### src/hw/rtl/h264rtp_pkg.sv
// Types and constants of the H.264 NAL to RTP packetizer.
// No dependencies; used by the interfaces, the core and the checker.
package h264rtp_pkg;

  localparam int unsigned BYTE_W  = 8;
  localparam int unsigned LEN_W   = 21;
  localparam int unsigned MAXP_W  = 11;
  localparam int unsigned STEP_W  = 17;
  localparam int unsigned SEQ_W   = 16;
  localparam int unsigned TS_W    = 32;

  localparam logic [LEN_W-1:0] MAX_NAL_BYTES = LEN_W'(1048576);

  localparam logic [MAXP_W-1:0] MAX_PAYLOAD_RST    = MAXP_W'(1400);
  localparam logic [STEP_W-1:0] TIMESTAMP_STEP_RST = STEP_W'(3600);

  // NAL header fields
  localparam logic [BYTE_W-1:0] NRI_MASK       = 8'hE0;
  localparam logic [BYTE_W-1:0] TYPE_MASK      = 8'h1F;
  localparam logic [BYTE_W-1:0] FU_A_TYPE      = 8'd28;
  localparam logic [BYTE_W-1:0] FU_START_BIT   = 8'h80;
  localparam logic [BYTE_W-1:0] FU_END_BIT     = 8'h40;
  localparam logic [4:0]        NAL_TYPE_SPS   = 5'd7;
  localparam logic [4:0]        NAL_TYPE_PPS   = 5'd8;

  // Result queue
  localparam int unsigned QUEUE_DEPTH = 4;
  localparam int unsigned CNT_W       = 3;
  localparam int unsigned MAX_RESULTS = 3;

  typedef enum logic [0:0] {
    REG_MAX_PAYLOAD    = 1'b0,
    REG_TIMESTAMP_STEP = 1'b1
  } cfg_reg_e;

  typedef struct packed {
    logic [BYTE_W-1:0] data_byte;
    logic              nal_first;
    logic [LEN_W-1:0]  nal_length;
  } in_item_t;

  typedef struct packed {
    logic [BYTE_W-1:0] payload_byte;
    logic              packet_first;
    logic              packet_last;
    logic [SEQ_W-1:0]  seq_number;
    logic [TS_W-1:0]   time_stamp;
  } out_item_t;

  typedef struct packed {
    cfg_reg_e          index;
    logic [STEP_W-1:0] data;
  } cfg_req_t;

endpackage

### src/hw/rtl/h264rtp_nal_if.sv
// Input channel: NAL bytes with valid/ready.
// Depends on h264rtp_pkg.
interface h264rtp_nal_if;
  logic                  valid;
  logic                  ready;
  h264rtp_pkg::in_item_t payload;

  modport source (output valid, output payload, input ready);
  modport sink   (input valid, input payload, output ready);
endinterface

### src/hw/rtl/h264rtp_pkt_if.sv
// Output channel: RTP payload bytes with valid/ready.
// Depends on h264rtp_pkg.
interface h264rtp_pkt_if;
  logic                   valid;
  logic                   ready;
  h264rtp_pkg::out_item_t payload;

  modport source (output valid, output payload, input ready);
  modport sink   (input valid, input payload, output ready);
endinterface

### src/hw/rtl/h264rtp_cfg_if.sv
// Configuration write channel: register index and data with valid/ready.
// Depends on h264rtp_pkg.
interface h264rtp_cfg_if;
  logic                  valid;
  logic                  ready;
  h264rtp_pkg::cfg_req_t payload;

  modport source (output valid, output payload, input ready);
  modport sink   (input valid, input payload, output ready);
endinterface

### src/hw/rtl/h264_nal_rtp_packetizer_core.sv
// Channel  | Dir | Payload                                   | Request taken when
// nal_i    | in  | data_byte, nal_first, nal_length          | valid & ready
// pkt_o    | out | payload_byte, packet_first/last, seq, ts  | valid & ready
// cfg_i    | in  | index, data                               | valid & ready (always ready)
//
// One NAL byte per cycle in and one payload byte per cycle out while the output
// is ready. The first body byte of each FU-A fragment yields three bytes, so
// the input stalls there until the four-entry result queue has room for three.
// Input requests are registered, then their results in the queue that drives the output.
// Reset (rst_ni low, async) clears state, queue and config to defaults.
// Output stalls back up through the queue into the input register.
// Depends on h264rtp_pkg and the three channel interfaces.
module h264_nal_rtp_packetizer_core (
  input  logic           clk_i,
  input  logic           rst_ni,
  h264rtp_nal_if.sink    nal_i,
  h264rtp_pkt_if.source  pkt_o,
  h264rtp_cfg_if.sink    cfg_i
);

  // ---------------------------------------------------------------------
  // Configuration registers
  // ---------------------------------------------------------------------
  logic [h264rtp_pkg::MAXP_W-1:0] max_payload_q;
  logic [h264rtp_pkg::STEP_W-1:0] ts_step_q;

  assign cfg_i.ready = 1'b1;

  always_ff @(posedge clk_i or negedge rst_ni) begin
    if (!rst_ni) begin
      max_payload_q <= h264rtp_pkg::MAX_PAYLOAD_RST;
      ts_step_q     <= h264rtp_pkg::TIMESTAMP_STEP_RST;
    end else if (cfg_i.valid) begin
      case (cfg_i.payload.index)
        h264rtp_pkg::REG_MAX_PAYLOAD: begin
          max_payload_q <= cfg_i.payload.data[h264rtp_pkg::MAXP_W-1:0];
        end
        h264rtp_pkg::REG_TIMESTAMP_STEP: begin
          ts_step_q <= cfg_i.payload.data;
        end
        default: begin
        end
      endcase
    end
  end

  // ---------------------------------------------------------------------
  // Input register
  // ---------------------------------------------------------------------
  logic                  stg_valid_q;
  h264rtp_pkg::in_item_t stg_q;
  logic                  fire;

  assign nal_i.ready = !stg_valid_q || fire;

  always_ff @(posedge clk_i or negedge rst_ni) begin
    if (!rst_ni) begin
      stg_valid_q <= 1'b0;
    end else if (nal_i.ready) begin
      stg_valid_q <= nal_i.valid;
    end
  end

  always_ff @(posedge clk_i) begin
    if (nal_i.valid && nal_i.ready) begin
      stg_q <= nal_i.payload;
    end
  end

  // ---------------------------------------------------------------------
  // Packetizer state
  // ---------------------------------------------------------------------
  logic [h264rtp_pkg::LEN_W-1:0]  bytes_left_q, bytes_left_d;
  logic [h264rtp_pkg::MAXP_W-1:0] fill_q, fill_d;
  logic [h264rtp_pkg::BYTE_W-1:0] header_q, header_d;
  logic                           frag_q, frag_d;
  logic                           first_frag_q, first_frag_d;
  logic [h264rtp_pkg::SEQ_W-1:0]  next_seq_q, next_seq_d;
  logic [h264rtp_pkg::TS_W-1:0]   stamp_q, stamp_d;

  always_ff @(posedge clk_i or negedge rst_ni) begin
    if (!rst_ni) begin
      bytes_left_q <= '0;
      fill_q       <= '0;
      header_q     <= '0;
      frag_q       <= 1'b0;
      first_frag_q <= 1'b0;
      next_seq_q   <= '0;
      stamp_q      <= '0;
    end else if (fire) begin
      bytes_left_q <= bytes_left_d;
      fill_q       <= fill_d;
      header_q     <= header_d;
      frag_q       <= frag_d;
      first_frag_q <= first_frag_d;
      next_seq_q   <= next_seq_d;
      stamp_q      <= stamp_d;
    end
  end

  // SPS and PPS sent as single packets do not advance the timestamp
  function automatic logic is_param_set(input logic [h264rtp_pkg::BYTE_W-1:0] hdr);
    logic [4:0] t;
    t = hdr[4:0];
    return (t == h264rtp_pkg::NAL_TYPE_SPS) || (t == h264rtp_pkg::NAL_TYPE_PPS);
  endfunction

  function automatic h264rtp_pkg::out_item_t mk_res(
    input logic [h264rtp_pkg::BYTE_W-1:0] b,
    input logic                           pf,
    input logic                           pl,
    input logic [h264rtp_pkg::SEQ_W-1:0]  seq,
    input logic [h264rtp_pkg::TS_W-1:0]   ts
  );
    h264rtp_pkg::out_item_t r;
    r.payload_byte = b;
    r.packet_first = pf;
    r.packet_last  = pl;
    r.seq_number   = seq;
    r.time_stamp   = ts;
    return r;
  endfunction

  // ---------------------------------------------------------------------
  // Per-byte packetizing logic: state update and up to three results
  // ---------------------------------------------------------------------
  h264rtp_pkg::out_item_t         res [h264rtp_pkg::MAX_RESULTS];
  logic [1:0]                     n_res;
  logic [h264rtp_pkg::MAXP_W-1:0] maxp;
  logic [h264rtp_pkg::LEN_W-1:0]  len;
  logic [h264rtp_pkg::SEQ_W-1:0]  seq_out;
  logic [h264rtp_pkg::TS_W-1:0]   stamp_adv;
  logic [h264rtp_pkg::MAXP_W-1:0] fill_inc;
  logic [h264rtp_pkg::BYTE_W-1:0] fu_hdr;
  logic                           open_pkt;
  logic                           frag_last;

  always_comb begin
    bytes_left_d = bytes_left_q;
    fill_d       = fill_q;
    header_d     = header_q;
    frag_d       = frag_q;
    first_frag_d = first_frag_q;
    next_seq_d   = next_seq_q;
    stamp_d      = stamp_q;
    n_res        = 2'd0;
    maxp         = (max_payload_q == '0) ? h264rtp_pkg::MAXP_W'(1) : max_payload_q;
    stamp_adv    = stamp_q + h264rtp_pkg::TS_W'(ts_step_q);
    fill_inc     = fill_q + h264rtp_pkg::MAXP_W'(1);
    fu_hdr       = '0;
    frag_last    = 1'b0;
    open_pkt     = (bytes_left_q != '0) && (!frag_q || (fill_q != '0));
    len          = stg_q.nal_length;
    seq_out      = next_seq_q;
    for (int k = 0; k < h264rtp_pkg::MAX_RESULTS; k++) begin
      res[k] = mk_res(stg_q.data_byte, 1'b0, 1'b0, next_seq_q, stamp_q);
    end

    if (stg_q.nal_first) begin
      // a restart closes a packet that was left open
      seq_out = next_seq_q + h264rtp_pkg::SEQ_W'(open_pkt);
      if (len == '0) begin
        len = h264rtp_pkg::LEN_W'(1);
      end
      if (len > h264rtp_pkg::MAX_NAL_BYTES) begin
        len = h264rtp_pkg::MAX_NAL_BYTES;
      end
      header_d     = stg_q.data_byte;
      fill_d       = '0;
      bytes_left_d = len - h264rtp_pkg::LEN_W'(1);
      next_seq_d   = seq_out;
      if (len <= h264rtp_pkg::LEN_W'(maxp)) begin
        // single NAL packet
        frag_d       = 1'b0;
        first_frag_d = 1'b0;
        res[0]       = mk_res(stg_q.data_byte, 1'b1, bytes_left_d == '0, seq_out, stamp_q);
        n_res        = 2'd1;
        if (bytes_left_d == '0) begin
          next_seq_d = seq_out + h264rtp_pkg::SEQ_W'(1);
          if (!is_param_set(stg_q.data_byte)) begin
            stamp_d = stamp_adv;
          end
        end
      end else begin
        // header byte consumed; body goes out as FU-A
        frag_d       = 1'b1;
        first_frag_d = 1'b1;
      end
    end else if (bytes_left_q != '0) begin
      bytes_left_d = bytes_left_q - h264rtp_pkg::LEN_W'(1);
      if (!frag_q) begin
        res[0] = mk_res(stg_q.data_byte, 1'b0, bytes_left_d == '0, next_seq_q, stamp_q);
        n_res  = 2'd1;
        if (bytes_left_d == '0) begin
          next_seq_d = next_seq_q + h264rtp_pkg::SEQ_W'(1);
          if (!is_param_set(header_q)) begin
            stamp_d = stamp_adv;
          end
        end
      end else begin
        frag_last = (fill_inc >= maxp) || (bytes_left_d == '0);
        if (fill_q == '0) begin
          // FU indicator, FU header, then the body byte
          fu_hdr = header_q & h264rtp_pkg::TYPE_MASK;
          if (first_frag_q) begin
            fu_hdr = fu_hdr | h264rtp_pkg::FU_START_BIT;
          end
          if (bytes_left_q <= h264rtp_pkg::LEN_W'(maxp)) begin
            fu_hdr = fu_hdr | h264rtp_pkg::FU_END_BIT;
          end
          first_frag_d = 1'b0;
          res[0] = mk_res((header_q & h264rtp_pkg::NRI_MASK) | h264rtp_pkg::FU_A_TYPE,
                          1'b1, 1'b0, next_seq_q, stamp_q);
          res[1] = mk_res(fu_hdr, 1'b0, 1'b0, next_seq_q, stamp_q);
          res[2] = mk_res(stg_q.data_byte, 1'b0, frag_last, next_seq_q, stamp_q);
          n_res  = 2'd3;
        end else begin
          res[0] = mk_res(stg_q.data_byte, 1'b0, frag_last, next_seq_q, stamp_q);
          n_res  = 2'd1;
        end
        fill_d = frag_last ? '0 : fill_inc;
        if (frag_last) begin
          next_seq_d = next_seq_q + h264rtp_pkg::SEQ_W'(1);
        end
        if (bytes_left_d == '0) begin
          frag_d  = 1'b0;
          stamp_d = stamp_adv;
        end
      end
    end
  end

  // ---------------------------------------------------------------------
  // Result queue: entry 0 is the head and drives the output.
  // The input register advances only if three free entries remain.
  // ---------------------------------------------------------------------
  h264rtp_pkg::out_item_t         que_q     [h264rtp_pkg::QUEUE_DEPTH];
  h264rtp_pkg::out_item_t         que_d     [h264rtp_pkg::QUEUE_DEPTH];
  h264rtp_pkg::out_item_t         que_shift [h264rtp_pkg::QUEUE_DEPTH];
  logic [h264rtp_pkg::CNT_W-1:0]  cnt_q, cnt_d;
  logic [h264rtp_pkg::CNT_W-1:0]  keep;
  logic [h264rtp_pkg::CNT_W-1:0]  slot;
  logic                           pop;

  assign pkt_o.valid   = (cnt_q != '0);
  assign pkt_o.payload = que_q[0];
  assign pop           = pkt_o.valid && pkt_o.ready;
  assign keep          = cnt_q - h264rtp_pkg::CNT_W'(pop);
  assign fire          = stg_valid_q && (keep <= h264rtp_pkg::CNT_W'(1));

  always_comb begin
    for (int i = 0; i < h264rtp_pkg::QUEUE_DEPTH - 1; i++) begin
      que_shift[i] = pop ? que_q[i+1] : que_q[i];
    end
    que_shift[h264rtp_pkg::QUEUE_DEPTH-1] = que_q[h264rtp_pkg::QUEUE_DEPTH-1];

    slot = '0;
    for (int i = 0; i < h264rtp_pkg::QUEUE_DEPTH; i++) begin
      slot = h264rtp_pkg::CNT_W'(i) - keep;
      if (h264rtp_pkg::CNT_W'(i) < keep) begin
        que_d[i] = que_shift[i];
      end else if (fire && (slot < {1'b0, n_res})) begin
        que_d[i] = res[slot[1:0]];
      end else begin
        que_d[i] = que_q[i];
      end
    end

    cnt_d = keep + (fire ? {1'b0, n_res} : '0);
  end

  always_ff @(posedge clk_i or negedge rst_ni) begin
    if (!rst_ni) begin
      cnt_q <= '0;
    end else begin
      cnt_q <= cnt_d;
    end
  end

  always_ff @(posedge clk_i) begin
    for (int i = 0; i < h264rtp_pkg::QUEUE_DEPTH; i++) begin
      que_q[i] <= que_d[i];
    end
  end

endmodule

### src/flat_wrapper.sv
// flat-port wrapper written by rule: the top's interface ports become plain ports
module h264_nal_rtp_packetizer_core_flat 
  (clk_i, rst_ni, nal_i_valid, nal_i_payload, nal_i_ready, pkt_o_valid, pkt_o_payload, pkt_o_ready, cfg_i_valid, cfg_i_payload, cfg_i_ready);
  h264rtp_nal_if nal_i_i ();
  h264rtp_pkt_if pkt_o_i ();
  h264rtp_cfg_if cfg_i_i ();
  input  logic clk_i;
  input  logic rst_ni;
  input wire logic [$bits(nal_i_i.valid)-1:0] nal_i_valid;
  input wire logic [$bits(nal_i_i.payload)-1:0] nal_i_payload;
  output wire logic [$bits(nal_i_i.ready)-1:0] nal_i_ready;
  output wire logic [$bits(pkt_o_i.valid)-1:0] pkt_o_valid;
  output wire logic [$bits(pkt_o_i.payload)-1:0] pkt_o_payload;
  input wire logic [$bits(pkt_o_i.ready)-1:0] pkt_o_ready;
  input wire logic [$bits(cfg_i_i.valid)-1:0] cfg_i_valid;
  input wire logic [$bits(cfg_i_i.payload)-1:0] cfg_i_payload;
  output wire logic [$bits(cfg_i_i.ready)-1:0] cfg_i_ready;
  assign nal_i_i.valid = nal_i_valid;
  assign nal_i_i.payload = nal_i_payload;
  assign nal_i_ready = nal_i_i.ready;
  assign pkt_o_valid = pkt_o_i.valid;
  assign pkt_o_payload = pkt_o_i.payload;
  assign pkt_o_i.ready = pkt_o_ready;
  assign cfg_i_i.valid = cfg_i_valid;
  assign cfg_i_i.payload = cfg_i_payload;
  assign cfg_i_ready = cfg_i_i.ready;
  h264_nal_rtp_packetizer_core u_core (.clk_i(clk_i), .rst_ni(rst_ni), .nal_i(nal_i_i), .pkt_o(pkt_o_i), .cfg_i(cfg_i_i));
endmodule
### config.mk
export PLATFORM = sky130hd
export DESIGN_NAME = h264_nal_rtp_packetizer_core_flat
export DESIGN_NICKNAME = d
export VERILOG_FILES = /design/src/hw/rtl/h264rtp_pkg.sv /design/src/hw/rtl/h264rtp_nal_if.sv /design/src/hw/rtl/h264rtp_pkt_if.sv /design/src/hw/rtl/h264rtp_cfg_if.sv /design/src/hw/rtl/h264_nal_rtp_packetizer_core.sv /design/src/flat_wrapper.sv
export SDC_FILE = /design/constraint.sdc
export NUM_CORES = 1
export LEC_CHECK = 0
export BUFFER_PORTS_ARGS = -buffer_cell sky130_fd_sc_hd__clkbuf_2
export CORE_ASPECT_RATIO = 1.4
export CORE_MARGIN = 5
export CORE_UTILIZATION = 45
export CTS_CLUSTER_DIAMETER = 120
export DETAILED_ROUTE_END_ITERATION = 16
export HOLD_SLACK_MARGIN = 0.02
export SLEW_MARGIN = 10
export SYNTH_ARGS = -nofsm -noshare
export SYNTH_HDL_FRONTEND = slang
export SYNTH_SLANG_ARGS = --single-unit
### constraint.sdc
create_clock -name clk_i -period 14.8 [get_ports clk_i]
set_input_delay 2.96 -clock clk_i [delete_from_list [all_inputs] [get_ports clk_i]]
set_output_delay 2.96 -clock clk_i [all_outputs]
set_load 0.01 [all_outputs]
==> summary.txt <==
Status
  – Status: finished, final reports clean

Global route
  – GRT Overall Usage: 0.2149
  – Overflow after GRT: 0
  – Largest net degree at the start of global routing: 80
  – Initial antenna violation count: 0
  – Vias in the first global route: 16580
  – First-pass GRT wire length: 91890 um

Floorplan
  – FP Rows: 95
  – Die H: 269.8 um
  – Die area: 52760 um^2
  – Core area: 47900 um^2
  – Chip width: 195.6 um
  – Initial Utilization: 0.4529
  – # IOs: 114

Yosys
  – Post-synthesis average cell area: 9.848 um^2
  – Yosys reg bits: 384
  – Post-synth EDFFs: 262
  – Synth unique cells: 80
  – Cells after synthesis: 2203
  – Ys async rst share: 0.3177
  – Top-count cell post-synth: nand2_1
  – Share of Yosys cell area claimed by the top area cell type: 0.3627
  – Synth area leaders: edfxtp_1, dfrtp_1, nand2_1
  – Post-synth top area cell: edfxtp_1
  – Mapped Area: 21690 um^2
  – Syn Nets: 2330
  – Commonest cells post-synth: nand2_1, edfxtp_1, o21ai_0
  – Register area share after synthesis: 0.5040
  – Main flop type after synthesis: edfxtp_1
  – Ys Warns: 0

Clock network
  – Worst-case clock buffer depth: 3
  – CTS tree: done
  – Total CTS buffers: 41
  – Root buffer cell: clkbuf_16
  – Setup Fix Bufs, Post-CTS: 0
  – H-tree level count: 2
  – Cts repair resizes: 0
  – Clock transition at path regs: 0.06 ns
  – Clock latency on the worst-skew pair: 0.57 ns
  – Quantity of hold-fixing buffers added after cts: 0
  – # clock sinks: 384

Drt
  – WL final: 58140 um
  – DRT iter0 DRCs: 1343
  – DRC: 0
  – Post-DR wirelength/cell: 20.10 um
  – Routed Antenna Nets: 0
  – DR vias/cell: 5.845
  – Vias after detailed routing: 16910
  – 1st-pass router iterations: 5

STA
  – Setup Skew: 0.02177 ns
  – Final setup violation count: 0
  – Fin crit period: 8.350 ns
  – Tcrit/Tclk final: 0.5642
  – TNS Setup: 0 ns
  – RSZ-0062 raised after global routing: no
  – Worst-Margin Slew: 1.137 ns
  – Setup ws final: 6.450 ns
  – Final count of hold timing violations: 0
  – Max transition margin: 0.2352
  – Fmax: 0.1198 GHz
  – Final max-slew violation count: 0

Placement
  – Setup WS pre-CTS: 6.434 ns
  – GPL Wtd Cong: 0.8893
  – DP Area: 22750 um^2
  – PortBufs: 112
  – DPL Wire Length: 39400 um

Power
  – Combinational Power Share: 0.453
  – Switching share of power: 0.4314
  – VDD IR max: 0.2543 mV
  – P_int: 3.206 mW
  – Power per cell area: 234.1 nW/um^2
  – Switching pwr: 2.432 mW
  – Static Leak: 9.425 nW
  – Clock power frac: 0.181
  – Flop pwr share: 0.366

Worst setup path
  – CP Capture Type: output port
  – Crit-path slowest cell: xnor2_1
  – Critical Path, Cell by Cell: clkbuf_2 -> nand2_1 -> inv_1 -> ha_4 -> ha_2 -> xnor2_1 -> ha_2 -> inv_2 -> nand2_1 -> clkbuf_2
  – Worst Setup Path Type: in -> out
  – Worst Path Arrival: 5.39 ns
  – CP Launch Type: primary input
  – WP data required: 11.84 ns
  – Reg-to-reg endpoint: u_core.que_q[2][39]$_DFFE_PP_
  – CP peak stage delay: 0.51 ns
  – Critical path depth: 10
  – CP max FO: 46
  – Reg2reg start: u_core.cnt_q[0]$_DFF_PN0_
  – Flop2flop setup slack: 8.96 ns
  – CP top delay family: buffers and inverters
  – Critical path buffers and inverters: 4
  – R2R depth: 12

Layout
  – Layout cells sized above 1: 0.1299
  – Number of diodes: 0
  – Nets: 2357
  – Util after Layout: 0.5027
  – Final Cell Area: 24080 um^2
  – Fill count: 4440
  – Area grow syn2layout: 10.99%

Worst hold path
  – WHS Path Cells: 2
  – Min-delay worst type: reg -> reg
  – Hold path startpoint: u_core.que_q[3][25]$_DFFE_PP_
  – WHS Endpoint: u_core.que_q[2][25]$_DFFE_PP_

Flow run
  – Max_cap viols: 0
==> placed cells by master (no fill, tap or decap), types with 36 or more instances in the layout <==
master / count
nand3_1: 102
and2_1: 37
o21ai_0: 134
buf_4: 36
clkbuf_2: 111
nor3_1: 67
a22o_1: 40
mux2i_1: 40
ha_1: 69
xor2_1: 36
edfxtp_1: 262
clkbuf_16: 42
xnor2_1: 46
mux2_2: 39
dfrtp_1: 112
a21oi_1: 92
inv_1: 46
nand2_1: 354
nor2_1: 120
==> stage by stage <==
step | hold slack (ns) | power (mW) | instances
floorplan | 0.4600 | 3.849 | 2203
global placement | 0.4853 | 4.577 | 2817
detailed placement | 0.4903 | 4.647 | 2817
CTS | 0.5079 | 5.684 | 2893
global route | 0.5234 | 6.020 | 2893
finish | 0.5035 | 5.638 | 2893
==> worst register-to-register path: cells and delay by family (launching register included) <==
| family | cells | cell delay (ns) |
|---|---|---|
| buffers and inverters | 4 | 1.58 |
| AO/OA/AOI/OAI | 2 | 0.66 |
| flip-flops | 1 | 0.38 |
| adder cells (fa/ha/maj) | 4 | 2.06 |
| AND/OR/NAND/NOR | 2 | 0.79 |
==> state kept, by name (all words and copies together) (netlist names), 8 cells and up <==
signal,cells
u_core.bytes_left_q,21
u_core.que_q,232
u_core.ts_step_q,17
u_core.fill_q,11
u_core.header_q,8
u_core.max_payload_q,11
u_core.stg_q,30
u_core.stamp_q,32
u_core.next_seq_q,16
==> power groups by stage <==
stage | sequential (mW) | clock, mW | combinational (mW)
after detailed placement | 2.08 | 0 | 2.56
final | 2.06 | 1.02 | 2.55
after global placement | 2.07 | 0 | 2.51
after global routing | 2.11 | 1.10 | 2.81
after CTS | 2.06 | 1.05 | 2.57
after floorplan | 2.06 | 0 | 1.79
==> cell families after synthesis <==
logic type / share of synthesized area
other: 0.0001729
muxes: 0.03870
buffers and inverters: 0.03749
and+or+nand+nor: 0.1919
AOI/OAI and AO/OA: 0.1513
adders and majority gates: 0.04337
xor gates and xnor gates: 0.03310
DFF: 0.5040
==> per-layer routing <==
layer  vias up  global-route usage  wire length (um)
met5         -                   0                 0
met4         0             0.08051              2053
met3       121             0.03294              3352
met2       524              0.3715             28820
met1      8118              0.2720             23920
li1       8146                   -                 -
==> layout make-up <==
cell class,count,area [um^2],share of cell area
Clock inverter,20,198.9,0.008262
Sequential cell,384,10930,0.4540
Clock buffer,56,1124,0.04666
Multi-Input combinational cell,1609,10030,0.4167
Tap cell,630,788.3,0.03274
Timing Repair Buffer,147,825.8,0.03429
Inverter,47,176.4,0.007327
==> worst max-delay path by stage <==
stage,start,endpoint
floorplan,pkt_o_ready,u_core.que_q[2][0]$_DFFE_PP_
global placement,pkt_o_ready,nal_i_ready
detailed placement,pkt_o_ready,nal_i_ready
CTS,pkt_o_ready,nal_i_ready
global route,pkt_o_ready,nal_i_ready
finish,pkt_o_ready,nal_i_ready
(Power assumes the default switching activity.)
